`config.mk`:
```
export PLATFORM = sky130hd
export DESIGN_NAME = mbd_queue
export DESIGN_NICKNAME = d
export VERILOG_FILES = /design/src/hdl/mbd_pkg.sv /design/src/hdl/mbd_queue.sv
export SDC_FILE = /design/constraint.sdc
export NUM_CORES = 1
export LEC_CHECK = 0
export ABC_AREA = 1
export ABC_CLOCK_PERIOD_IN_PS = 4600
export CORE_AREA = 3 3 207 209
export DETAILED_ROUTE_END_ITERATION = 6
export DIE_AREA = 0 0 210 212
export DONT_BUFFER_PORTS = 1
export PLACE_DENSITY = 0.63
export SYNTH_ARGS = -nofsm -noshare
export SYNTH_HDL_FRONTEND = slang
export SYNTH_SLANG_ARGS = --single-unit
```
`constraint.sdc`:
```
create_clock -name clock -period 4.6 [get_ports clock]
set_clock_uncertainty 0.2 [all_clocks]
set_input_delay 0.92 -clock clock [delete_from_list [all_inputs] [get_ports clock]]
set_output_delay 0.92 -clock clock [all_outputs]
set_load 0.01 [all_outputs]
```
`src/hdl/mbd_pkg.sv`:
```
// Shared types, constants and helper functions of the min/max bucket decimator.
// Used by every module of the block; depends on nothing else.

package mbd_pkg;

   // Series and bucket limits
   localparam int MAX_SAMPLES = 1048576;
   localparam int MAX_BUCKETS = 4096;

   // Field widths
   localparam int IDX_W = 20;
   localparam int VAL_W = 32;
   localparam int BKT_W = 13;
   localparam int CNT_W = 21;

   // Stream widths: three fields packed from bit 0, padded to whole bytes
   localparam int TDATA_W = ((IDX_W + 2 * VAL_W + 7) / 8) * 8;

   // Configuration port
   localparam int CSR_IDX_W = 3;
   localparam logic [CSR_IDX_W-1:0] CSR_X_ORIGIN     = 3'd0;
   localparam logic [CSR_IDX_W-1:0] CSR_BUCKET_SCALE = 3'd1;
   localparam logic [CSR_IDX_W-1:0] CSR_BUCKET_COUNT = 3'd2;
   localparam logic [CSR_IDX_W-1:0] CSR_FIRST_INSIDE = 3'd3;
   localparam logic [CSR_IDX_W-1:0] CSR_AFTER_INSIDE = 3'd4;
   localparam logic [CSR_IDX_W-1:0] CSR_SAMPLE_COUNT = 3'd5;

   // Register reset values
   localparam logic [VAL_W-1:0] RST_BUCKET_SCALE = VAL_W'(65536);
   localparam logic [BKT_W-1:0] RST_BUCKET_COUNT = BKT_W'(1);

   // Queue between the front and back parts
   localparam int QUEUE_DEPTH = 4;
   localparam int QPTR_W      = $clog2(QUEUE_DEPTH);
   localparam int QCNT_W      = $clog2(QUEUE_DEPTH + 1);
   localparam int QSUM_W      = QCNT_W + 1;

   // Result buffer in the back part
   localparam int RBUF_DEPTH = 4;
   localparam int RPTR_W     = $clog2(RBUF_DEPTH);
   localparam int RCNT_W     = $clog2(RBUF_DEPTH + 1);
   localparam int NUM_CAND   = 4;

   // What the back part has to do with an item
   typedef enum logic [2:0] {
      KIND_STRAY,
      KIND_PASS,
      KIND_PRE,
      KIND_INRANGE,
      KIND_POST
   } kind_type;

   typedef struct packed {
      logic [IDX_W-1:0] idx;
      logic [VAL_W-1:0] x;
      logic [VAL_W-1:0] y;
   } sample_type;

   typedef struct packed {
      sample_type       smp;
      logic [BKT_W-1:0] bucket;
      kind_type         kind;
      logic             closes;
      logic             post_put;
   } cls_item_type;

   typedef struct packed {
      sample_type smp;
      logic       decimating;
      logic       run_end;
   } rsp_type;

   typedef struct packed {
      logic [VAL_W-1:0] x_origin;
      logic [VAL_W-1:0] bucket_scale;
      logic [BKT_W-1:0] n_buckets;
      logic [CNT_W-1:0] range_first;
      logic [CNT_W-1:0] range_after;
      logic [CNT_W-1:0] sample_count;
   } csr_type;

   // Sample count saturated to the series limit
   function automatic logic [CNT_W-1:0] eff_count(csr_type c);
      logic [CNT_W-1:0] lim;
      lim = CNT_W'(MAX_SAMPLES);
      return (c.sample_count > lim) ? lim : c.sample_count;
   endfunction

   // Bucket count with zero read as one and saturated to the bucket limit
   function automatic logic [BKT_W-1:0] eff_buckets(csr_type c);
      logic [BKT_W-1:0] lim;
      lim = BKT_W'(MAX_BUCKETS);
      if (c.n_buckets == '0) begin
         return BKT_W'(1);
      end
      return (c.n_buckets > lim) ? lim : c.n_buckets;
   endfunction

endpackage

```
`src/hdl/mbd_queue.sv`:
```
// Short queue of classified samples between the front and back parts.
// Depends on mbd_pkg.

module mbd_queue import mbd_pkg::*; (
   input  logic              clock,
   input  logic              reset,
   input  logic              push,
   input  cls_item_type      push_item,
   input  logic              pop,
   output logic              q_valid,
   output cls_item_type      head,
   output logic [QCNT_W-1:0] count
);

   cls_item_type      entry_ff [QUEUE_DEPTH];
   logic [QPTR_W-1:0] wr_ptr_ff, wr_ptr_in;
   logic [QPTR_W-1:0] rd_ptr_ff, rd_ptr_in;
   logic [QCNT_W-1:0] count_ff, count_in;

   assign q_valid = count_ff != '0;
   assign head    = entry_ff[rd_ptr_ff];
   assign count   = count_ff;

   // Pointer and fill count update
   always_comb begin
      wr_ptr_in = push ? wr_ptr_ff + QPTR_W'(1) : wr_ptr_ff;
      rd_ptr_in = pop ? rd_ptr_ff + QPTR_W'(1) : rd_ptr_ff;
      count_in  = count_ff + QCNT_W'(push) - QCNT_W'(pop);
   end

   always_ff @(posedge clock) begin
      if (reset) begin
         wr_ptr_ff <= '0;
         rd_ptr_ff <= '0;
         count_ff  <= '0;
      end else begin
         wr_ptr_ff <= wr_ptr_in;
         rd_ptr_ff <= rd_ptr_in;
         count_ff  <= count_in;
      end
   end

   // Entry storage
   always_ff @(posedge clock) begin
      if (push) begin
         entry_ff[wr_ptr_ff] <= push_item;
      end
   end

`ifndef SYNTH
   a_no_overflow: assert property (@(posedge clock) disable iff (reset)
      push && !pop |-> count_ff < QCNT_W'(QUEUE_DEPTH))
      else $error("queue written while full");

   a_no_underflow: assert property (@(posedge clock) disable iff (reset)
      pop |-> count_ff != '0)
      else $error("queue read while empty");

   a_count_track: assert property (@(posedge clock) disable iff (reset)
      push && !pop |=> count_ff == $past(count_ff) + QCNT_W'(1))
      else $error("queue fill count lost a write");
`endif

endmodule

```
Word level (Yosys, flattened, before mapping)
Memories as Yosys holds them, arrays and structs flattened. A register that Yosys moved wholly into a read port is not among the register bits.
Index checks and enable logic that the tools add are counted.
W data, S select, Z words.
- register bits: 7
- bits in latches: 0
- RAM bits: 408
- bits in read-only memories: 0
- bits of input ports: 106
- output and inout port bits: 106
- word-level logic and storage cells: 13
- memories kept: 1
- $add $sub $neg: 4
- $mul: 0
- divide/modulo/power cells: 0
- $lt $le $gt $ge: 0
- eq/ne operators: 0
- shift operators: 0
- muxes and demuxes: 4
- bitwise operators: 0
- reductions and logical operators: 1
- memories (name ; depth ; bits a word ; rd ports ; clocked after Yosys merged registers in ; write ports ; line ; source):
    entry_ff ; 4 ; 102 ; 1 ; 1 ; 1 ; mbd_queue.sv:15 ; cls_item_type entry_ff [QUEUE_DEPTH];
- operators by type and width (kind ; count):
    $add A2 B1 Y2 const B ; 2
    $mux W2 ; 2
    $add A3 B1 Y3 ; 1
    $reduce_bool A3 Y1 ; 1
    $sub A3 B1 Y3 ; 1
    $mux W1 ; 2

Depth between registers and ports, before layout
- word-level depth: 3
- depth in mapped cells: 8
- depth with buffers taken out: 8

Worst setup path before layout
No wires, ideal clock.
- kind: input -> register
- from: input push
- to: memory entry_ff[2][0] (netlist name), enable pin
- setup time: 0.455 ns
- arrival: 2.923 ns
- required time: 3.945 ns
- setup slack: 1.021 ns
- stages: 2
- path buffers: 0
- path through: nand2_1 inv_1
- word-level cells in the longest chain between the ends: 2
- ends and longest elaborated chain (element ; line ; source):
    start, declared ; mbd_queue.sv:7 ; input logic push,
    $mux W1 ; mbd_queue.sv:45 ; if (push) begin
    $mux W1 (not written as such) ; mbd_queue.sv:46 ; entry_ff[wr_ptr_ff] <= push_item;
    end, declared ; mbd_queue.sv:15 ;
Every way passes these cells.

==> results.md <==
- Status: completed
- Clk_lat worst skew: ~0.54 ns
- Pwr dens: around 460 mW/mm^2
- Register area: 0.0124 sq mm
- # hold bufs at CTS: 0
- Post-synth EDFFs: 408
- Min Tclk post-route: 3.27 ns
- Chip height: 212 um
- Routability cong.: 0.699
- Comb pwr share: 6.7%
- CP Max Fanout: 133
- Area grow syn2layout: 11.5%
- RR Endpoint: entry_ff[0][38]
- Max Slew Vio Count: 0
- Peak supply drop: about 0.38 mV
- RSZ-0062 raised after global routing: false
- Area of the multi-input gates: 0.00275 sq mm
- Final HPWL DP: 17600 um
- Inserted Clock Buffers: 44
- Synth async-reset ratio: 0%
- Tightest Pin Transition: 0.733 ns
- Distinct cells, synth: 15
- First-pass GRT wire length: about 48000 um
- Initial antenna violation count: 0
- Vias per std cell: 4.85
- DR pass1 iterations: 4
- FF-to-FF path depth: 5
- Worst path bufs/invs: 1
- Static Leak: around 6.6 nW
- Worst hold margin: approximately 0.23 ns
- Worst-case clock buffer depth: 3
- Clk root buf: clkbuf_16
- Startpoint types: register
- Initial core utilization: roughly 40%
- Synth Flop Type: edfxtp_1
- Total track usage: 13.8%
- CORE AREA: 0.0410 sq mm
- CP Class: reg2out
- CP Data Arrival Time: around 2.2 ns
- Most frequent cell after synthesis: edfxtp_1
- Synth area leader: edfxtp_1
- Most used routing layer: met2
- Final Cycle Share: 71.1%
- Combinational family with the most area after synthesis: compound AO/OA/AOI/OAI gates
- Syn_nets: about 1400
- Cell Area, Placed: 0.0169 sq mm
- Switching power share of the total: 22.3%
- Number of diodes: 0
- Worst Setup EP: head[71]
- Vias: 8718
- Hold Crit Class: in2reg
- WP depth: 4
- CTS tree: built
- Die area: 0.0445 sq mm
- Crit-path leading delay family: flip-flops
- Leading post-synthesis cells by instance count: edfxtp_1 (408), inv_1 (220), nand2_1 (212)
- Slowest cell delay on critical path: 0.64 ns
- TNS Setup: 0 ns
- Row cnt: 74
- H-Tree Depth: 2
- Slowest-stage cell, CP: dfxtp_4
- Synth Area per Inst: 13.1 sq um
- Final hold vios: 0
- Adder-Cell Fraction of Synth Area: 0.582%
- Pin count of the biggest net entering global routing: 134
- Critical path capture point type: primary output
- Vias in the first global route: 8554
- Final instance area: 0.0182 sq mm
- Post-route ant nets: 0
- Multiplexer share of the synthesized area: 0%
- I/O Buffers: 0
- Die W: 210 um
- Total Routed Length: 31000 um
- Top cell type's share of synthesized area: 75.0%
- Final setup violating endpoints: 0
- Routing usage on met1: 16.7%
- Met3 usage: 5.74%
- Layout cell share with drive strength beyond 1: 6.17%
- I/O pins: 212
- Clk slew on worst S/H paths: ~0.060 ns
- Post-layout util: 44.4%
- Slew margin rel.: 51.2%
- Top cells by area, synth: edfxtp_1 (75%), inv_1 (5.1%), nand2_1 (4.9%), o211ai_1 (4.7%), a21oi_1 (3.3%)
- Worst reg-to-reg setup slack: 2.33 ns
- Average routed wire per standard cell: ~17 um
- Mapped cell area: 0.0163 sq mm
- YS warnings: 0
- Clock power share: around 40%
- Fill count: between 3000 and 4000
- Number of setup buffers added after CTS: 0
- 1st-iter DRT viols: 621
- Cell internal pwr: about 0.0064 W
- RR Startpoint: wr_ptr_ff[0]
- Register area share after synthesis: roughly 76%
- XOR/XNOR share of the synthesized area: 0%
- Synth Area in Simple Gates: under 10%
- Total chip power: about 0.0083 W
- Met2 Use GR: 23.0%
- Post-CTS sizing: 0
- FF+latch count, synth: 417
- Max-Cap Viols: 0
- Post-synthesis cell count: 1245
- Required @ worst endpoint: between 3 and 4 ns
- Seq pwr share: 53.0%
- Compound-Gate Fraction of Synth Area: 11.2%
- Clk sinks: approximately 420
- GRT overflow: 0
- Maximum clock rate: 0.306 GHz
- Final net count: 1345
- Switching power total: roughly 0.0019 W
- Crit path cell chain: buf_12, a21oi_1, o21ai_0, nand2_1
- DRC Markers: 0
==> power groups by stage <==
stage,combinational (W),sequential (W),clock (W)
floorplan,0.000442,0.00447,0
global placement,0.000564,0.00448,0
detailed placement,0.000578,0.00448,0
CTS,0.000578,0.00440,0.00344
global route,0.000634,0.00441,0.00361
finish,0.000559,0.00440,0.00334
==> cells by family after synthesis <==
logic type / count (synthesis)
AND/OR/NAND/NOR: 217
AO/OA/AOI/OAI: 316
flip-flops: 417
buffers and inverters: 288
adder cells (fa/ha/maj): 7
==> how the worst min path moves through the flow <==
stage                     slack [ns]  cells past startpoint        to          from
final                           0.23                      1  count[0]         reset
after global routing            0.19                      1  count[1]         reset
after CTS                       0.19                      1  count[1]         reset
after detailed placement        0.25                      2  register  rd_ptr_ff[1]
after global placement          0.24                      2  register  rd_ptr_ff[1]
after floorplan                 0.24                      2  register  rd_ptr_ff[1]
==> routing by layer <==
layer  vias up  wire length (um)
li1       4309                 -
met1      4178             12800
met2       190             15000
met3        41              2610
met4         0               599
met5         -                 0
==> flip-flops by register name, indices dropped and copies added (netlist names), named ones only <==
signal and cells:
count 3, entry_ff 408, rd_ptr_ff 2, wr_ptr_ff 2
==> final cells by class <==
class                   count  area share, %
inverters                 220           4.59
repair buffers              9          0.988
flip-flops and latches    417           68.2
clock inverters            24           1.09
clock buffers              54           6.36
well taps                 532           3.65
multi-input cells         540           15.1
==> through the flow <==
step,setup WS (ns),std cells
6_report,1.33,1796
3_5_place_dp,1.92,1718
3_3_place_gp,1.95,1718
4_1_cts,1.31,1796
2_1_floorplan,1.02,1245
5_1_grt,1.15,1796
==> placed cells by master (no fill, tap or decap) <==
cell type	synthesis	routed
dfxtp_4	0	2
o211ai_1	102	102
dfxtp_1	9	7
buf_12	0	9
nor2_1	3	3
nand2_1	212	212
o21ai_0	106	106
inv_4	0	4
clkbuf_1	14	9
a21oi_1	108	108
inv_6	0	3
clkbuf_16	0	45
clkinv_2	0	12
nand3_1	2	2
clkinv_1	0	6
inv_1	220	216
edfxtp_1	408	408
fa_1	1	1
bufinv_16	0	3
ha_1	6	6
Power figures use the tool's default switching activity.
