## config.mk

```make
export PLATFORM = sky130hd
export DESIGN_NAME = mbd_front
export DESIGN_NICKNAME = d
export VERILOG_FILES = /design/src/hdl/mbd_pkg.sv /design/src/hdl/mbd_front.sv
export SDC_FILE = /design/constraint.sdc
export NUM_CORES = 2
export LEC_CHECK = 0
export ABC_AREA = 1
export BUFFER_PORTS_ARGS = -buffer_cell sky130_fd_sc_hd__buf_2
export CORE_UTILIZATION = 26
export CTS_CLUSTER_DIAMETER = 40
export DETAILED_ROUTE_END_ITERATION = 12
export GPL_TIMING_DRIVEN = 0
export PLACE_DENSITY = 0.43
export REMOVE_ABC_BUFFERS = 1
export SETUP_SLACK_MARGIN = 0.2
export SKIP_CTS_REPAIR_TIMING = 1
export SLEW_MARGIN = 20
export SYNTH_ARGS = -nofsm -noshare
export SYNTH_HDL_FRONTEND = slang
export SYNTH_SLANG_ARGS = --single-unit
```

## constraint.sdc

```tcl
create_clock -name clock -period 15.2 [get_ports clock]
set_input_delay 2.28 -clock clock [delete_from_list [all_inputs] [get_ports clock]]
set_output_delay 2.28 -clock clock [all_outputs]
set_load 0.01 [all_outputs]
```

## src/hdl/mbd_pkg.sv

```systemverilog
// Shared types, constants and helper functions of the min/max bucket decimator.
// Used by every module of the block; depends on nothing else.

package mbd_pkg;

   // Series and bucket limits
   localparam int MAX_SAMPLES = 1048576;
   localparam int MAX_BUCKETS = 4096;

   // Field widths
   localparam int IDX_W = 20;
   localparam int VAL_W = 32;
   localparam int BKT_W = 13;
   localparam int CNT_W = 21;

   // Stream widths: three fields packed from bit 0, padded to whole bytes
   localparam int TDATA_W = ((IDX_W + 2 * VAL_W + 7) / 8) * 8;

   // Configuration port
   localparam int CSR_IDX_W = 3;
   localparam logic [CSR_IDX_W-1:0] CSR_X_ORIGIN     = 3'd0;
   localparam logic [CSR_IDX_W-1:0] CSR_BUCKET_SCALE = 3'd1;
   localparam logic [CSR_IDX_W-1:0] CSR_BUCKET_COUNT = 3'd2;
   localparam logic [CSR_IDX_W-1:0] CSR_FIRST_INSIDE = 3'd3;
   localparam logic [CSR_IDX_W-1:0] CSR_AFTER_INSIDE = 3'd4;
   localparam logic [CSR_IDX_W-1:0] CSR_SAMPLE_COUNT = 3'd5;

   // Register reset values
   localparam logic [VAL_W-1:0] RST_BUCKET_SCALE = VAL_W'(65536);
   localparam logic [BKT_W-1:0] RST_BUCKET_COUNT = BKT_W'(1);

   // Queue between the front and back parts
   localparam int QUEUE_DEPTH = 4;
   localparam int QPTR_W      = $clog2(QUEUE_DEPTH);
   localparam int QCNT_W      = $clog2(QUEUE_DEPTH + 1);
   localparam int QSUM_W      = QCNT_W + 1;

   // Result buffer in the back part
   localparam int RBUF_DEPTH = 4;
   localparam int RPTR_W     = $clog2(RBUF_DEPTH);
   localparam int RCNT_W     = $clog2(RBUF_DEPTH + 1);
   localparam int NUM_CAND   = 4;

   // What the back part has to do with an item
   typedef enum logic [2:0] {
      KIND_STRAY,
      KIND_PASS,
      KIND_PRE,
      KIND_INRANGE,
      KIND_POST
   } kind_type;

   typedef struct packed {
      logic [IDX_W-1:0] idx;
      logic [VAL_W-1:0] x;
      logic [VAL_W-1:0] y;
   } sample_type;

   typedef struct packed {
      sample_type       smp;
      logic [BKT_W-1:0] bucket;
      kind_type         kind;
      logic             closes;
      logic             post_put;
   } cls_item_type;

   typedef struct packed {
      sample_type smp;
      logic       decimating;
      logic       run_end;
   } rsp_type;

   typedef struct packed {
      logic [VAL_W-1:0] x_origin;
      logic [VAL_W-1:0] bucket_scale;
      logic [BKT_W-1:0] n_buckets;
      logic [CNT_W-1:0] range_first;
      logic [CNT_W-1:0] range_after;
      logic [CNT_W-1:0] sample_count;
   } csr_type;

   // Sample count saturated to the series limit
   function automatic logic [CNT_W-1:0] eff_count(csr_type c);
      logic [CNT_W-1:0] lim;
      lim = CNT_W'(MAX_SAMPLES);
      return (c.sample_count > lim) ? lim : c.sample_count;
   endfunction

   // Bucket count with zero read as one and saturated to the bucket limit
   function automatic logic [BKT_W-1:0] eff_buckets(csr_type c);
      logic [BKT_W-1:0] lim;
      lim = BKT_W'(MAX_BUCKETS);
      if (c.n_buckets == '0) begin
         return BKT_W'(1);
      end
      return (c.n_buckets > lim) ? lim : c.n_buckets;
   endfunction

endpackage

```

## src/hdl/mbd_front.sv

```systemverilog
// Front part of the decimator: accepts samples, classifies them against the
// window bounds and works out their bucket with one registered multiply.
// Depends on mbd_pkg.

module mbd_front import mbd_pkg::*; (
   input  logic              clock,
   input  logic              reset,
   input  logic              req_tvalid,
   output logic              req_tready,
   input  sample_type        req_sample,
   input  csr_type           csr,
   input  logic [QCNT_W-1:0] q_count,
   output logic              q_push,
   output cls_item_type      q_item
);

   typedef struct packed {
      sample_type       smp;
      kind_type         kind;
      logic             closes;
      logic             post_put;
      logic             neg;
      logic [VAL_W-1:0] x_offset;
   } s1_type;

   typedef struct packed {
      sample_type       smp;
      kind_type         kind;
      logic             closes;
      logic             post_put;
      logic             neg;
      logic [VAL_W-1:0] prod_hi;
   } s2_type;

   logic             s1_valid_ff, s1_valid_in;
   logic             s2_valid_ff, s2_valid_in;
   s1_type           s1_ff, s1_in;
   s2_type           s2_ff, s2_in;

   logic             req_accept;
   logic [CNT_W-1:0] eff, beg, win_end, win_cnt, lim, idx_w;
   logic [CNT_W:0]   end_sum;
   logic [BKT_W-1:0] nb, nb_m1;
   logic             pass_mode;
   logic [VAL_W:0]   diff;
   logic [2*VAL_W-1:0] prod;

   // Room must be left in the queue for everything still in the pipeline
   assign req_tready = (QSUM_W'(q_count) + QSUM_W'(s1_valid_ff) + QSUM_W'(s2_valid_ff))
                       < QSUM_W'(QUEUE_DEPTH);
   assign req_accept = req_tvalid && req_tready;

   // Window bounds from the configuration
   always_comb begin
      eff       = eff_count(csr);
      nb        = eff_buckets(csr);
      beg       = (csr.range_first != '0) ? csr.range_first - CNT_W'(1) : '0;
      end_sum   = {1'b0, csr.range_after} + (CNT_W+1)'(1);
      win_end   = (end_sum > {1'b0, eff}) ? eff : end_sum[CNT_W-1:0];
      win_cnt   = (win_end > beg) ? win_end - beg : '0;
      pass_mode = win_cnt <= CNT_W'({nb, 1'b0});
      lim       = (csr.range_after < eff) ? csr.range_after : eff;
      idx_w     = CNT_W'(req_sample.idx);
   end

   // Classification and distance from the origin
   always_comb begin
      s1_valid_in = req_accept;
      diff        = {req_sample.x[VAL_W-1], req_sample.x}
                    - {csr.x_origin[VAL_W-1], csr.x_origin};
      s1_in.smp      = req_sample;
      s1_in.neg      = diff[VAL_W];
      s1_in.x_offset = diff[VAL_W-1:0];
      s1_in.closes   = (idx_w + CNT_W'(1)) == lim;
      s1_in.post_put = idx_w == csr.range_after;
      s1_in.kind     = KIND_STRAY;
      if (pass_mode) begin
         if (idx_w >= beg && idx_w < win_end) begin
            s1_in.kind = KIND_PASS;
         end
      end else if (csr.range_first != '0 && idx_w == beg) begin
         s1_in.kind = KIND_PRE;
      end else if (idx_w >= csr.range_first && idx_w < lim) begin
         s1_in.kind = KIND_INRANGE;
      end else if (idx_w >= lim) begin
         s1_in.kind = KIND_POST;
      end
   end

   // Bucket product; only the integer part is kept
   always_comb begin
      prod          = (2*VAL_W)'(s1_ff.x_offset) * (2*VAL_W)'(csr.bucket_scale);
      s2_valid_in   = s1_valid_ff;
      s2_in.smp      = s1_ff.smp;
      s2_in.kind     = s1_ff.kind;
      s2_in.closes   = s1_ff.closes;
      s2_in.post_put = s1_ff.post_put;
      s2_in.neg      = s1_ff.neg;
      s2_in.prod_hi  = prod[2*VAL_W-1:VAL_W];
   end

   // Clamp the bucket and hand the item to the queue
   always_comb begin
      nb_m1           = nb - BKT_W'(1);
      q_push          = s2_valid_ff;
      q_item.smp      = s2_ff.smp;
      q_item.kind     = s2_ff.kind;
      q_item.closes   = s2_ff.closes;
      q_item.post_put = s2_ff.post_put;
      if (s2_ff.neg) begin
         q_item.bucket = '0;
      end else if (s2_ff.prod_hi > VAL_W'(nb_m1)) begin
         q_item.bucket = nb_m1;
      end else begin
         q_item.bucket = s2_ff.prod_hi[BKT_W-1:0];
      end
   end

   // Stage valid flags
   always_ff @(posedge clock) begin
      if (reset) begin
         s1_valid_ff <= 1'b0;
         s2_valid_ff <= 1'b0;
      end else begin
         s1_valid_ff <= s1_valid_in;
         s2_valid_ff <= s2_valid_in;
      end
   end

   // Stage payloads
   always_ff @(posedge clock) begin
      s1_ff <= s1_in;
      s2_ff <= s2_in;
   end

endmodule

```

## After elaboration in Yosys (flattened, before gate mapping)

Cells that the tools add are included.

- $add $sub $neg: 8
- $mul: 1
- $lt $le $gt $ge: 13
- Equality and inequality tests: 3
- Muxes and demuxes: 16
- Reductions and logical operators: 6

Operators with widths:

| cell | count |
|---|---|
| $mux 21 | 5 |
| $mux 13 | 5 |
| $mul 32x32->64 | 1 |
| $ge 20x21->1 | 3 |
| $eq 20x21->1 | 2 |
| $lt 20x21->1 | 2 |
| $sub 32x32->33 | 1 |
| $gt 32x13->1 | 1 |
| $add 21x1->22 const B | 1 |
| $gt 22x21->1 | 1 |
| $add 20x1->21 const B | 1 |
| $eq 21x21->1 | 1 |
| $gt 21x21->1 | 1 |
| $gt 21x21->1 const B | 1 |
| $le 21x14->1 | 1 |
| $lt 21x21->1 | 1 |
| $reduce_bool 21->1 | 1 |
| $sub 21x1->21 const B | 1 |
| $sub 21x21->21 | 1 |
| $gt 13x13->1 const B | 1 |
| $logic_not 13->1 | 1 |
| $sub 13x1->13 const B | 1 |
| $mux 3 | 4 |
| $add 3x1->4 | 1 |
| other kinds (4) | 8 |

- Flip-flop bits (word level): 246
- Input bits: 230
- Output and inout bits: 104

## Logic depth before layout (Yosys ltp)

- Word-level depth: 9
- Gate-level depth with buffers: 54
- Mapped depth without buffers: 51

## Worst setup path after synthesis

No wires, ideal clock.

- Path kind: input to register
- From: in csr[84] in the netlist's numbering
- To: reg s2_ff[28] in the netlist's numbering
- Arrival: 8.543 ns
- Path slack: 6.545 ns
- Stages on the path: 31
- Buffers on the path: 1
- Cells stage by stage: clkbuf_1 -> nand2_1 -> fa_1 -> inv_1 -> fa_1 -> fa_1 -> inv_1 -> fa_1 -> inv_1 -> fa_1 -> inv_1 -> fa_1 -> inv_1 -> fa_1 -> inv_1 -> fa_1 -> inv_1 -> ha_1 -> nand2_1 -> inv_1 -> nand2_1 -> nor3_1 -> nand2_1 -> o21ai_0 -> a21oi_1 -> o21ai_0 -> nand3_1 -> nand2_1 -> nand2_1 -> nand3_1 -> nand2_1

- Longest elaborated chain between the ends: 1

RTL lines:

| what | line | text |
|---|---|---|
| from (decl) | mbd_front.sv:11 | `input csr_type csr,` |
| $mul 32x32->64 | mbd_front.sv:92 | `prod = (2*VAL_W)'(s1_ff.x_offset) * (2*VAL_W)'(csr.bucket_scale);` |
| net prod[60] | mbd_front.sv:46 | `logic [2*VAL_W-1:0] prod;` |
| to (signal assigned) | mbd_front.sv:133 | `s2_ff <= s2_in;` |
| to (decl) | mbd_front.sv:38 | `s2_type s2_ff, s2_in;` |

The timed path passes the listed nets, and every way through them passes these cells.
A chain may end at the register's enable or synchronous reset.

## Final worst setup path

- From: in csr[16] in the netlist's numbering
- To: reg s1_ff[36] in the netlist's numbering

- Longest elaborated chain between the ends: 9
- Elaborated cells between the ends (all ways): 15
- Those cells by class: add/sub: 1; order compare: 6; mux: 7; reduce/logical: 1

RTL lines:

| what | line | text |
|---|---|---|
| $gt 21x21->1 | mbd_pkg.sv:86 | `return (c.sample_count > lim) ? lim : c.sample_count;` |
| $mux 21 (*) | mbd_pkg.sv:86 |  |
| branches (longest 6 deep; another with $gt 22x21->1) | - |  |
| $mux 3 (*) | mbd_front.sv:77 | `if (pass_mode) begin` |
| to (signal assigned) | mbd_front.sv:132 | `s1_ff <= s1_in;` |
| to (decl) | mbd_front.sv:37 | `s1_type s1_ff, s1_in;` |

Every way passes the cells marked *.

==> impl_results.md <==
* Critical Path End: s1_ff[36]
* Share of cells above drive strength 1 at 0.08116
* Clock-pin slew on the worst setup and hold paths at 0.06 ns
* Die width at 431.1 µm
* Slew margin rel. at 0.08390
* Post-synth top area share at 0.3751
* Pin slew with the least headroom to its limit at 1.362 ns
* Routed WL at 151,000 µm
* Fill count at 20,010
* Row Count at 157
* Fmax at 96.71 MHz
* CP Depth at 44
* Layout Nets at 7,759
* Area Overhead vs Synth at 10.88%
* Yosys warns at 0
* PortBufs at 333
* Clock Path Buffers at 3
* Worst-Skew Late Latency at 0.58 ns
* WL per Instance at 17.42 µm
* R2r setup slk at 7.11 ns
* Total track usage at 0.1658
* Via density at 4.381
* Slowest stage delay, CP at 0.54 ns
* RR Startpoint: s1_ff[17]
* TritonCTS clock tree: yes
* Setup slack after layout at 4.860 ns
* Full die area at 185,900 µm²
* Status: finished clean
* Post-synth top flop: dfxtp_1
* Commonest cells after routing, fill and taps aside: 1,581 x inv_1, 1,492 x nand2_1, 897 x fa_1
* IO Pins at 334
* Number of synthesized flops with an enable pin at 0
* GRT overflow at 0
* Dpl ws at 4.498 ns
* Syn Inst Count at 6,068
* Initial antenna violation count at 11
* Post-DP HPWL at 126,600 µm
* Leading post-synthesis cells by cell area: fa_1 38%, inv_1 12%, ha_1 12%
* Crit. Startpoint: csr[16]
* Footprint of the multi-input gates at 35,570 µm²
* Gpl congestion at 0.8976
* Crit Path Class: in -> reg
* Critical Path Slowest Stage Cell: nor3b_1
* Register area at 4982 µm²
* DR vias at 37,950
* Max-cap violations at 0
* Post-synthesis register bit count at 246
* Worst r2r dst: s2_ff[28]
* Setup TNS at 0 ns
* Detailed router's first-iteration violation count at 1,807
* Average cell area after synthesis at 7.890 µm²
* Critical path capture point type: register
* Initial Util at 0.2615
* TritonCTS buffer count at 36
* Post-route clock skew at 0.02678 ns
* CTS root buf: clkbuf_16
* Setup violators final at 0
* Top delay family on crit path: simple AND/OR/NAND/NOR gates
* Largest net degree at the start of global routing at 43
* First-pass GRT wire length at 239,200 µm
* Worst Path Buf+Inv at 4
* Worst hold path class: reg -> reg
* Final hold viol count at 0
* DRC Markers at 0
* R2R depth at 29
* Crit path launch type: input pin
* Clock sink total at 246
* Post-synth top area cell: fa_1
* H-tree levels at 2
* Period Utilization, post-route at 0.6803
* Die H at 431.1 µm
* Asr flop ratio synth at 0
* Tmin final at 10.34 ns
* Core Area at 183,100 µm²
* Vias in the first global route at 41,170
* Slew Viols, Final at 0
* CP max FO at 40
* Sequential area share after synthesis at 0.1029
* Most common cell after layout, fill and taps aside: inv_1
* Routed Antenna Nets at 0
* Drt pass-1 iters at 7
* Cell Area, Synth at 47,880 µm²
* Critical Path AT at 10.77 ns
* Unique masters post-synth at 56
* RSZ-0062 raised after global routing: false
* WP data required at 15.63 ns
==> cell families (layout without fill, tap and decap cells) <==
group / count (synthesis) / in the layout / share of synthesized area
xor gates and xnor gates: 132 / 132 / 0.02415
buffers and inverters: 1879 / 2009 / 0.1544
other: 0 / 2 / 0
DFF: 246 / 246 / 0.1029
adders and majority gates: 1359 / 1359 / 0.4958
and+or+nand+nor: 1939 / 1939 / 0.1629
AOI/OAI and AO/OA: 513 / 513 / 0.05993
==> flip-flops by register name, indices dropped and copies added, names as in the netlist <==
name	count
s1_ff	122
q_item	89
s2_ff	33
q_push	1
s1_valid_ff	1
==> final cells by class <==
class	count	area share
inverters	1583	0.1119
clock buffers	43	0.01883
clock inverters	23	0.004879
multi-input cells	3943	0.6700
repair buffers	360	0.04233
well taps	2464	0.05808
diodes	2	0.00009428
flip-flops and latches	246	0.09386
==> worst min path at each step <==
stage	start	to	slack, ns	cells after the start
after global routing	s1_ff[110]	q_item[90]	0.32	0
after detailed placement	s1_ff[63]	q_item[43]	0.31	0
after global placement	s1_ff[38]	q_item[18]	0.31	0
final	s1_ff[110]	q_item[90]	0.31	0
after CTS	s1_ff[110]	q_item[90]	0.32	0
after floorplan	s1_ff[33]	q_item[0]	0.31	0
==> layer usage <==
metal  track usage  vias up  part of all wire  wire length (µm)
met5             0        -           0.00030                46
met4       0.03360        6             0.022              3296
met3       0.01716      171             0.037              5596
met2        0.2902      758              0.49             73490
met1        0.2200    19040              0.45             68540
li1              -    17980                 -                 -
==> stage by stage <==
step	hold slack, ns	utilization	instances	area [µm²]
final	0.3131	0.2899	8664	53080
after global routing	0.3195	0.2899	8664	53080
after CTS	0.3164	0.2899	8662	53080
after detailed placement	0.3121	0.2830	8596	51820
after global placement	0.3095	0.2795	8569	51180
after floorplan	0.3096	-	5772	46430
==> worst register-to-register path, delay by kind of cell (launching register included) <==
| kind | cells | cell delay, ns |
|---|---|---|
| AOI/OAI and AO/OA | 3 | 1.04 |
| buffers and inverters | 7 | 0.63 |
| adders and majority gates | 9 | 4.52 |
| and+or+nand+nor | 10 | 1.09 |
| DFF | 1 | 0.73 |
==> cells in the mapped netlist, types with 4 or more instances <==
cell type and instances:
o22ai_1 5, a21boi_0 7, o21ai_0 149, nor3_2 4, clkbuf_1 202, buf_4 89
o221ai_1 7, nand2_4 4, o2111ai_1 5, nor4_1 16, o21a_1 13, inv_1 1581
nand3_2 9, nand2_2 9, nor2_2 6, xor2_1 93, nor3_1 40, nand2_1 1492
o21ai_1 8, nand4_1 40, fa_1 897, o21bai_1 9, dfxtp_1 246, ha_1 462
nand3_1 82, o211ai_1 10, a21oi_1 239, a31oi_1 27, a2111oi_0 4, a21o_1 10
nor2_1 220, nand3b_1 4, a21boi_1 4, xnor2_1 39, a211oi_1 5
Power is left out: the tool's default activity adds up to more than one toggle a clock period on the data nets, which glitch-free logic cannot reach.
