## src/hdl/mbd_pkg.sv

```systemverilog
// Shared types, constants and helper functions of the min/max bucket decimator.
// Used by every module of the block; depends on nothing else.

package mbd_pkg;

   // Series and bucket limits
   localparam int MAX_SAMPLES = 1048576;
   localparam int MAX_BUCKETS = 4096;

   // Field widths
   localparam int IDX_W = 20;
   localparam int VAL_W = 32;
   localparam int BKT_W = 13;
   localparam int CNT_W = 21;

   // Stream widths: three fields packed from bit 0, padded to whole bytes
   localparam int TDATA_W = ((IDX_W + 2 * VAL_W + 7) / 8) * 8;

   // Configuration port
   localparam int CSR_IDX_W = 3;
   localparam logic [CSR_IDX_W-1:0] CSR_X_ORIGIN     = 3'd0;
   localparam logic [CSR_IDX_W-1:0] CSR_BUCKET_SCALE = 3'd1;
   localparam logic [CSR_IDX_W-1:0] CSR_BUCKET_COUNT = 3'd2;
   localparam logic [CSR_IDX_W-1:0] CSR_FIRST_INSIDE = 3'd3;
   localparam logic [CSR_IDX_W-1:0] CSR_AFTER_INSIDE = 3'd4;
   localparam logic [CSR_IDX_W-1:0] CSR_SAMPLE_COUNT = 3'd5;

   // Register reset values
   localparam logic [VAL_W-1:0] RST_BUCKET_SCALE = VAL_W'(65536);
   localparam logic [BKT_W-1:0] RST_BUCKET_COUNT = BKT_W'(1);

   // Queue between the front and back parts
   localparam int QUEUE_DEPTH = 4;
   localparam int QPTR_W      = $clog2(QUEUE_DEPTH);
   localparam int QCNT_W      = $clog2(QUEUE_DEPTH + 1);
   localparam int QSUM_W      = QCNT_W + 1;

   // Result buffer in the back part
   localparam int RBUF_DEPTH = 4;
   localparam int RPTR_W     = $clog2(RBUF_DEPTH);
   localparam int RCNT_W     = $clog2(RBUF_DEPTH + 1);
   localparam int NUM_CAND   = 4;

   // What the back part has to do with an item
   typedef enum logic [2:0] {
      KIND_STRAY,
      KIND_PASS,
      KIND_PRE,
      KIND_INRANGE,
      KIND_POST
   } kind_type;

   typedef struct packed {
      logic [IDX_W-1:0] idx;
      logic [VAL_W-1:0] x;
      logic [VAL_W-1:0] y;
   } sample_type;

   typedef struct packed {
      sample_type       smp;
      logic [BKT_W-1:0] bucket;
      kind_type         kind;
      logic             closes;
      logic             post_put;
   } cls_item_type;

   typedef struct packed {
      sample_type smp;
      logic       decimating;
      logic       run_end;
   } rsp_type;

   typedef struct packed {
      logic [VAL_W-1:0] x_origin;
      logic [VAL_W-1:0] bucket_scale;
      logic [BKT_W-1:0] n_buckets;
      logic [CNT_W-1:0] range_first;
      logic [CNT_W-1:0] range_after;
      logic [CNT_W-1:0] sample_count;
   } csr_type;

   // Sample count saturated to the series limit
   function automatic logic [CNT_W-1:0] eff_count(csr_type c);
      logic [CNT_W-1:0] lim;
      lim = CNT_W'(MAX_SAMPLES);
      return (c.sample_count > lim) ? lim : c.sample_count;
   endfunction

   // Bucket count with zero read as one and saturated to the bucket limit
   function automatic logic [BKT_W-1:0] eff_buckets(csr_type c);
      logic [BKT_W-1:0] lim;
      lim = BKT_W'(MAX_BUCKETS);
      if (c.n_buckets == '0) begin
         return BKT_W'(1);
      end
      return (c.n_buckets > lim) ? lim : c.n_buckets;
   endfunction

endpackage

```

## src/hdl/mbd_back.sv

```systemverilog
// Back part of the decimator: keeps the open bucket's minimum and maximum,
// forms the results of each sample and buffers them for the result channel.
// Depends on mbd_pkg.

module mbd_back import mbd_pkg::*; (
   input  logic         clock,
   input  logic         reset,
   input  csr_type      csr,
   input  logic         q_valid,
   input  cls_item_type q_item,
   output logic         q_pop,
   output logic         rsp_tvalid,
   input  logic         rsp_tready,
   output rsp_type      rsp_item
);

   typedef struct packed {
      logic       valid;
      sample_type smp;
   } cand_type;

   // Bucket state
   logic [BKT_W-1:0]  cur_bucket_ff, cur_bucket_in;
   logic              open_ff, open_in;
   sample_type        low_ff, low_in;
   sample_type        high_ff, high_in;
   logic [CNT_W-1:0]  last_emit_ff, last_emit_in;

   // Result buffer, head at entry 0
   rsp_type           buf_ff [RBUF_DEPTH];
   rsp_type           buf_in [RBUF_DEPTH];
   logic [RCNT_W-1:0] buf_count_ff, buf_count_in;

   logic              pop_out, take, change, dec, seen;
   logic [RCNT_W-1:0] count_after, pos;
   logic [CNT_W-1:0]  eff, le;
   cand_type          cand [NUM_CAND];
   logic [NUM_CAND-1:0] emit, ends;

   function automatic sample_type first_of(sample_type lo, sample_type hi);
      return (lo.idx <= hi.idx) ? lo : hi;
   endfunction

   function automatic sample_type second_of(sample_type lo, sample_type hi);
      return (lo.idx <= hi.idx) ? hi : lo;
   endfunction

   assign rsp_tvalid = buf_count_ff != '0;
   assign rsp_item   = buf_ff[0];

   // Take an item only when the buffer can hold its worst-case burst
   always_comb begin
      pop_out     = rsp_tvalid && rsp_tready;
      count_after = buf_count_ff - RCNT_W'(pop_out);
      take        = q_valid && (count_after <= RCNT_W'(1));
      q_pop       = take;
   end

   // Bucket tracking and candidate results
   always_comb begin
      cur_bucket_in = cur_bucket_ff;
      open_in       = open_ff;
      low_in        = low_ff;
      high_in       = high_ff;
      change        = 1'b0;
      dec           = 1'b1;
      for (int i = 0; i < NUM_CAND; i++) begin
         cand[i] = '0;
      end
      if (take) begin
         unique case (q_item.kind)
            KIND_PASS: begin
               dec     = 1'b0;
               cand[2] = '{valid: 1'b1, smp: q_item.smp};
            end
            KIND_PRE: begin
               cand[2] = '{valid: 1'b1, smp: q_item.smp};
            end
            KIND_INRANGE: begin
               change = !open_ff || (q_item.bucket != cur_bucket_ff);
               if (change) begin
                  // Flush the previous bucket and open a new one
                  cand[0]       = '{valid: open_ff, smp: first_of(low_ff, high_ff)};
                  cand[1]       = '{valid: open_ff, smp: second_of(low_ff, high_ff)};
                  open_in       = 1'b1;
                  cur_bucket_in = q_item.bucket;
                  low_in        = q_item.smp;
                  high_in       = q_item.smp;
               end else begin
                  if ($signed(q_item.smp.y) < $signed(low_ff.y)) begin
                     low_in = q_item.smp;
                  end
                  if ($signed(q_item.smp.y) > $signed(high_ff.y)) begin
                     high_in = q_item.smp;
                  end
               end
               // Last sample of the range closes the bucket
               if (q_item.closes) begin
                  cand[2] = '{valid: 1'b1, smp: first_of(low_in, high_in)};
                  cand[3] = '{valid: 1'b1, smp: second_of(low_in, high_in)};
                  open_in = 1'b0;
               end
            end
            KIND_POST: begin
               cand[0] = '{valid: open_ff, smp: first_of(low_ff, high_ff)};
               cand[1] = '{valid: open_ff, smp: second_of(low_ff, high_ff)};
               cand[2] = '{valid: q_item.post_put, smp: q_item.smp};
               open_in = 1'b0;
            end
            default: begin
            end
         endcase
      end
   end

   // Drop repeated indices and indices past the series end
   always_comb begin
      eff = eff_count(csr);
      le  = last_emit_ff;
      for (int i = 0; i < NUM_CAND; i++) begin
         emit[i] = cand[i].valid && (CNT_W'(cand[i].smp.idx) != le)
                   && (CNT_W'(cand[i].smp.idx) < eff);
         if (emit[i]) begin
            le = CNT_W'(cand[i].smp.idx);
         end
      end
      last_emit_in = le;
      seen = 1'b0;
      for (int i = NUM_CAND - 1; i >= 0; i--) begin
         ends[i] = emit[i] && !seen;
         seen    = seen || emit[i];
      end
   end

   // Shift out the delivered result and append the new ones
   always_comb begin
      for (int i = 0; i < RBUF_DEPTH - 1; i++) begin
         buf_in[i] = pop_out ? buf_ff[i+1] : buf_ff[i];
      end
      buf_in[RBUF_DEPTH-1] = buf_ff[RBUF_DEPTH-1];
      pos = count_after;
      for (int i = 0; i < NUM_CAND; i++) begin
         if (emit[i]) begin
            buf_in[pos[RPTR_W-1:0]] = '{smp: cand[i].smp, decimating: dec,
                                        run_end: ends[i]};
            pos = pos + RCNT_W'(1);
         end
      end
      buf_count_in = pos;
   end

   // Control and bucket state
   always_ff @(posedge clock) begin
      if (reset) begin
         cur_bucket_ff <= RST_BUCKET_COUNT;
         open_ff       <= 1'b0;
         low_ff        <= '0;
         high_ff       <= '0;
         last_emit_ff  <= '1;
         buf_count_ff  <= '0;
      end else begin
         cur_bucket_ff <= cur_bucket_in;
         open_ff       <= open_in;
         low_ff        <= low_in;
         high_ff       <= high_in;
         last_emit_ff  <= last_emit_in;
         buf_count_ff  <= buf_count_in;
      end
   end

   // Result buffer payload
   always_ff @(posedge clock) begin
      for (int i = 0; i < RBUF_DEPTH; i++) begin
         buf_ff[i] <= buf_in[i];
      end
   end

`ifndef SYNTH
   a_buf_bound: assert property (@(posedge clock) disable iff (reset)
      buf_count_ff <= RCNT_W'(RBUF_DEPTH))
      else $error("result buffer overfilled");

   a_burst_limit: assert property (@(posedge clock) disable iff (reset)
      take |-> $countones(emit) <= 3)
      else $error("more than three results from one sample");

   a_bucket_range: assert property (@(posedge clock) disable iff (reset)
      open_ff |-> cur_bucket_ff < BKT_W'(MAX_BUCKETS))
      else $error("open bucket outside the bucket range");

   a_one_run_end: assert property (@(posedge clock) disable iff (reset)
      take && (emit != '0) |-> $onehot(ends))
      else $error("result burst without a single run end");
`endif

endmodule

```

## config.mk

```make
export PLATFORM = sky130hd
export DESIGN_NAME = mbd_back
export DESIGN_NICKNAME = d
export VERILOG_FILES = /design/src/hdl/mbd_pkg.sv /design/src/hdl/mbd_back.sv
export SDC_FILE = /design/constraint.sdc
export NUM_CORES = 2
export LEC_CHECK = 0
export ABC_AREA = 0
export BUFFER_PORTS_ARGS = -buffer_cell sky130_fd_sc_hd__buf_4
export CAP_MARGIN = 20
export CORE_UTILIZATION = 30
export DETAILED_ROUTE_END_ITERATION = 10
export PLACE_DENSITY_LB_ADDON = 0.25
export SLEW_MARGIN = 20
export SYNTH_ARGS = -nofsm -noshare
export SYNTH_HDL_FRONTEND = slang
export SYNTH_SLANG_ARGS = --single-unit
```

## constraint.sdc

```tcl
create_clock -name clock -period 20.4 [get_ports clock]
set_input_delay 4.08 -clock clock [delete_from_list [all_inputs] [get_ports clock]]
set_output_delay 4.08 -clock clock [all_outputs]
set_load 0.1 [all_outputs]
```

# ---- Yosys cells after proc, flatten, opt, wreduce, memory -nomap -nowiden
# Memory sizes are Yosys's and may differ from the RTL's.
# Cells that the tools add are included.
dict set report word_totals {
  reg_bits 206
  ramBits 344
  input_bits 246
  output_inout_bits 88
  n_memories 1
}
# name depth word_bits read_ports rd_ports_with_merged_regs wr line_no
set memory_table {}
lappend memory_table {buf_ff 4 86 4 0 4 mbd_back.sv:30} ;# rsp_type buf_ff [RBUF_DEPTH];
dict set report op_classes {
  addsub 5
  magnitude_cmp 18
  n_eq_ne 10
  muxes 51
  n_bitwise 4
  n_reduce_logical 30
}
# op count
set op_table {}
lappend op_table {{344-bit bitwise mux} 4}
lappend op_table {{344-bit two-way mux} 4}
lappend op_table {{84-bit two-way mux} 12}
lappend op_table {{86-bit demux with 2-bit select} 4}
lappend op_table {{86-bit two-way mux} 7}
lappend op_table {{170-bit two-way mux} 2}
lappend op_table {{340-bit two-way mux} 1}
lappend op_table {{170-bit one-hot mux with 2 select lines} 1}
lappend op_table {{85-bit one-hot mux with 3 select lines} 1}
lappend op_table {{21-bit two-way mux} 5}
lappend op_table {{85-bit two-way mux} 1}
lappend op_table {{20-bit by 21-bit < comparator with 1-bit output} 4}
lappend op_table {{20-bit by 21-bit != test with 1-bit output} 4}
lappend op_table {{20-bit <= comparator} 2}
lappend op_table {{32-bit greater-than comparator} 1}
lappend op_table {{32-bit < comparator} 1}
lappend op_table {{21-bit greater-than comparator, second input constant} 1}
lappend op_table {{1-bit logical AND} 17}
lappend op_table {{13-bit != test} 1}
lappend op_table {{3-bit by 1-bit adder with 3-bit output, second input constant} 4}
lappend op_table {{3-bit greater-or-equal comparator, second input constant} 4}
lappend op_table {{3-bit by 1-bit < comparator with 1-bit output, second input constant} 4}
lappend op_table {{3-bit two-way mux} 4}
lappend op_table {{2-bit NOT with 3-bit output} 4}
lappend op_table {{15 further kinds} 25}

# ---- Longest topological paths before layout
dict set report depth {
  depth_word 38
  ltp_mapped 46
  depth_no_buf 39
}

# ---- Least setup slack after synthesis
# No wires, ideal clock.
dict set report synth_timing {
  path_kind {input to register}
  startpoint {input q_item[37] in the netlist's numbering}
  endpoint {memory buf_ff[2][74] in the netlist's numbering}
  setup_time_ps 123
  t_arrival_ps 14182
  slack_ps 6094
  cell_stages 42
  path_cell_list {ha_1 -> a2111oi_0 -> o21ai_0 -> and3_1 -> or3_1 -> o311ai_2 -> clkbuf_1 -> buf_2 -> buf_2 -> mux2i_1 -> ha_1 -> nand4_1 -> nor4_1 -> a21bo_2 -> a41oi_1 -> nand2b_1 -> o221ai_1 -> clkbuf_1 -> [6 not listed] -> nand2b_1 -> a21oi_1 -> nor2b_1 -> o21ai_0 -> nand2b_1 -> a221oi_1 -> nor3_1 -> or4_1 -> a41oi_1 -> clkbuf_1 -> buf_1 -> mux2i_1 -> inv_1 -> ha_1 -> nand3_1 -> buf_4 -> buf_6 -> mux2_1}
}
# element line_no
set synth_lines {}
lappend synth_lines {{start: declaration} mbd_back.sv:10} ;# input cls_item_type q_item,
lappend synth_lines {{end: declaration} mbd_back.sv:30}

==> flow_metrics.tcl <==
set metrics [dict create \
    status "finished, final reports clean" \
    clock_skew_ps 59.1 \
    die_area_sq_mm 0.156 \
    grt-ovfl-total 0 \
    layout.cells.non_filler 8639 \
    postCtsHoldBufs 0 \
    hpwlAfterDp_microns 143000 \
    cts.path.max_buffers 3 \
    slowest_stage "o311ai_4" \
    nets 6966 \
    clock-sinks 550 \
    fin_setup_tns_ps 0 \
    r2r-end "buf_ff[2][35]" \
    drc_errors 0 \
    regToRegStartpoint "high_ff[75]" \
    post-place-ws_ps 4240 \
    num_vias 53000 \
    reg2regPathDepth 30 \
    clkPwrFrac 0.227 \
    syn_nets 7145 \
    power_density_mw_per_mm2 122 \
    r2r_slack_ps 7050 \
    layout-drive-gt1-share 0.125 \
    die_y_microns 395 \
    die_w_microns 395 \
    synth_adder_area_share 0.0531 \
    synthFlopType "dfxtp_1" \
    grt_max_degree 162 \
    fmax_mhz 62.8 \
    seqPwrFrac 0.240 \
    critical_path.max_stage_delay_ps 710 \
    cts_setup_buffers 0 \
    h-tree-depth 3 \
    multi_input_area_sq_mm 0.0326 \
    synth_compound_area_frac 0.288 \
    max-slew-margin-rel 0.186 \
    cp.required_ps 21010 \
    min_path_type "register to register" \
    io_buffers 214 \
    first_iter_violations 5766 \
    synth.distinct_cells 98 \
    crit_path_end_kind "register" \
    cp.arrival_ps 16530 \
    ctsResizeCount 0 \
    synth-simple-area-share 0.238 \
    netlist_instances 6702 \
    path_class "primary input to register" \
    vdd_ir_drop_max_v 0.000298 \
    io_pins 334 \
    crit_end "buf_ff[2][35]" \
    worst_pin_slew_ps 1220 \
    grt_pass1_vias 49300 \
    yosysSeqAreaShare 0.237 \
    switching_share 0.511 \
    timing.final.crit_period_ps 15920 \
    hold_slack_ps 500 \
    synth_top_family_by_area "compound AO/OA/AOI/OAI gates" \
    antenna_found_initial 20 \
    switching_power_uw 3280 \
    synthMuxAreaShare 0.101 \
    fill_cells 16500 \
    period_share 0.780 \
    setup_ws_ps 4480 \
    initial_utilization 0.302 \
    coreArea_sq_mm 0.154 \
    fin_area_sq_mm 0.0524 \
    pwr-share-comb 0.533 \
    clkLatencyLatePin_ps 740 \
    cts_tree "built" \
    place_congestion 1.01 \
    finalMaxSlewViolations 0 \
    avgViaCountPerCell 6.13 \
    synth_edf_count 0 \
    syn_avg_cell_area_sq_um 6.93 \
    areaGrowthSynthToFinish_pct 12.9 \
    start_kind "primary input" \
    drt-total-wl_microns 230000 \
    synth_warnings 0 \
    placedCellCount 8488 \
    register_area_sq_mm 0.0110 \
    cts_made_buffers 77 \
    maxCapViolations 0 \
    syn-cell-area_sq_mm 0.0464 \
    routedWlPerCell_microns 26.7 \
    path_clk_slew_ps 50 \
    grt_use_total 0.283 \
    ys_seq_elements 550 \
    synth-xor-area-share 0.0130 \
    critPathLaunch "q_item[37]" \
    num_rows 144 \
    setup_viol 0 \
    cts-root-buf "clkbuf_16" \
    async_flop_share 0 \
    ant_nets 0 \
    rsz0062_at_grt "false" \
    intPower_uw 3130 \
    final_hold_viol_count 0 \
    crit_path_max_fanout 59 \
    placed_area_sq_mm 0.0497 \
    firstDrtPassIters 7 \
    p_leak_uw 0.0202 \
    grt_first_pass_wirelength_microns 337000 \
]
==> layout by cell type (no fill, tap or decap), types with 34 or more instances in the layout <==
| master | count |
|---|---|
| o21ai_0 | 222 |
| o221ai_1 | 47 |
| o211ai_1 | 97 |
| xnor2_1 | 59 |
| a211oi_1 | 257 |
| clkbuf_16 | 77 |
| a21oi_1 | 728 |
| a21o_1 | 36 |
| a311oi_1 | 274 |
| mux2i_1 | 155 |
| nand3_1 | 201 |
| nand4_1 | 62 |
| nor3_1 | 85 |
| o221a_2 | 34 |
| a31oi_1 | 39 |
| dfxtp_1 | 550 |
| nand2_1 | 1428 |
| mux2_1 | 39 |
| inv_1 | 183 |
| mux2_2 | 238 |
| buf_4 | 335 |
| o31ai_1 | 38 |
| nor2_1 | 665 |
| ha_1 | 196 |
==> state kept, by name (all words and copies together) (netlist names) <==
name           cells
low_ff            84
open_ff            1
last_emit_ff      21
buf_ff           344
cur_bucket_ff     13
high_ff           84
buf_count_ff       3
==> logic make-up after synthesis <==
group | count (synthesis)
AOI/OAI and AO/OA | 1995
xor gates and xnor gates | 69
adders and majority gates | 197
buffers and inverters | 805
DFF | 550
muxes | 434
and+or+nand+nor | 2652
==> cell type report <==
cell class,count,share of cell area
diodes,13,0.000620
clock buffers,116,0.0432
well taps,2044,0.0488
inverters,194,0.0140
clock inverters,22,0.00735
repair buffers,353,0.0547
flip-flops and latches,550,0.210
multi-input cells,5347,0.621
==> cells in the mapped netlist (all sizes together), types with 13 or more instances <==
library cell | instances | share of area
mux2i | 157 | 0.034
nor2 | 670 | 0.054
ha | 197 | 0.053
or3 | 13 | 0.0018
inv | 186 | 0.015
a2111oi | 14 | 0.0031
a211oi | 258 | 0.042
o21ai | 230 | 0.025
dfxtp | 550 | 0.24
nor2b | 25 | 0.0034
and2 | 26 | 0.0035
nand2b | 34 | 0.0046
nand3 | 208 | 0.023
a32o | 14 | 0.0030
a41oi | 13 | 0.0025
o221a | 34 | 0.0082
o211ai | 97 | 0.016
a31oi | 41 | 0.0057
and3 | 18 | 0.0024
nand4 | 63 | 0.0086
a22oi | 19 | 0.0031
clkbuf | 524 | 0.042
o31ai | 39 | 0.0063
a21oi | 731 | 0.079
a221oi | 19 | 0.0037
nand2 | 1443 | 0.12
a21o | 36 | 0.0058
xnor2 | 59 | 0.011
nor4 | 33 | 0.0048
mux2 | 277 | 0.067
o221ai | 48 | 0.0092
a311oi | 275 | 0.052
nor3 | 88 | 0.010
buf | 87 | 0.011
==> critical path, delay by kind of cell <==
kind | cells | cell delay (ps)
compound gates | 12 | 3530
fa+ha+maj | 3 | 880
buf+inv | 5 | 1780
mux | 2 | 1060
simple gates | 15 | 4900
==> metal layers <==
metal	part of all wire	wire, microns	up-vias	track usage
li1	-	-	23900	-
met1	0.41	94100	25500	0.363
met2	0.44	102000	2976	0.442
met3	0.095	21900	667	0.0570
met4	0.054	12500	8	0.155
met5	0.00020	47	-	0
==> worst min-delay path by stage <==
stage,depth (start not counted),to,startpoint,slack [ps]
2_1_floorplan,2,low_ff[10],low_ff[10],470
3_3_place_gp,2,low_ff[56],low_ff[56],490
3_5_place_dp,2,low_ff[56],low_ff[56],490
4_1_cts,2,low_ff[56],low_ff[56],500
5_1_grt,2,low_ff[44],low_ff[44],520
6_report,2,low_ff[40],low_ff[40],500
==> power by group through the flow <==
stage               sequential [uW]  clock, uW  combinational, uW
finish                         1540       1460               3410
global route                   1560       1520               3600
CTS                            1530       1480               3340
detailed placement             1550          0               3330
global placement               1550          0               3280
floorplan                      1940          0               1920
==> metrics by stage <==
stage / util / power [uW]
after CTS: 0.341 / 6350
after detailed placement: 0.323 / 4880
after global placement: 0.323 / 4830
after floorplan: - / 3860
final: 0.341 / 6410
after global routing: 0.341 / 6680
(Power assumes the default switching activity.)
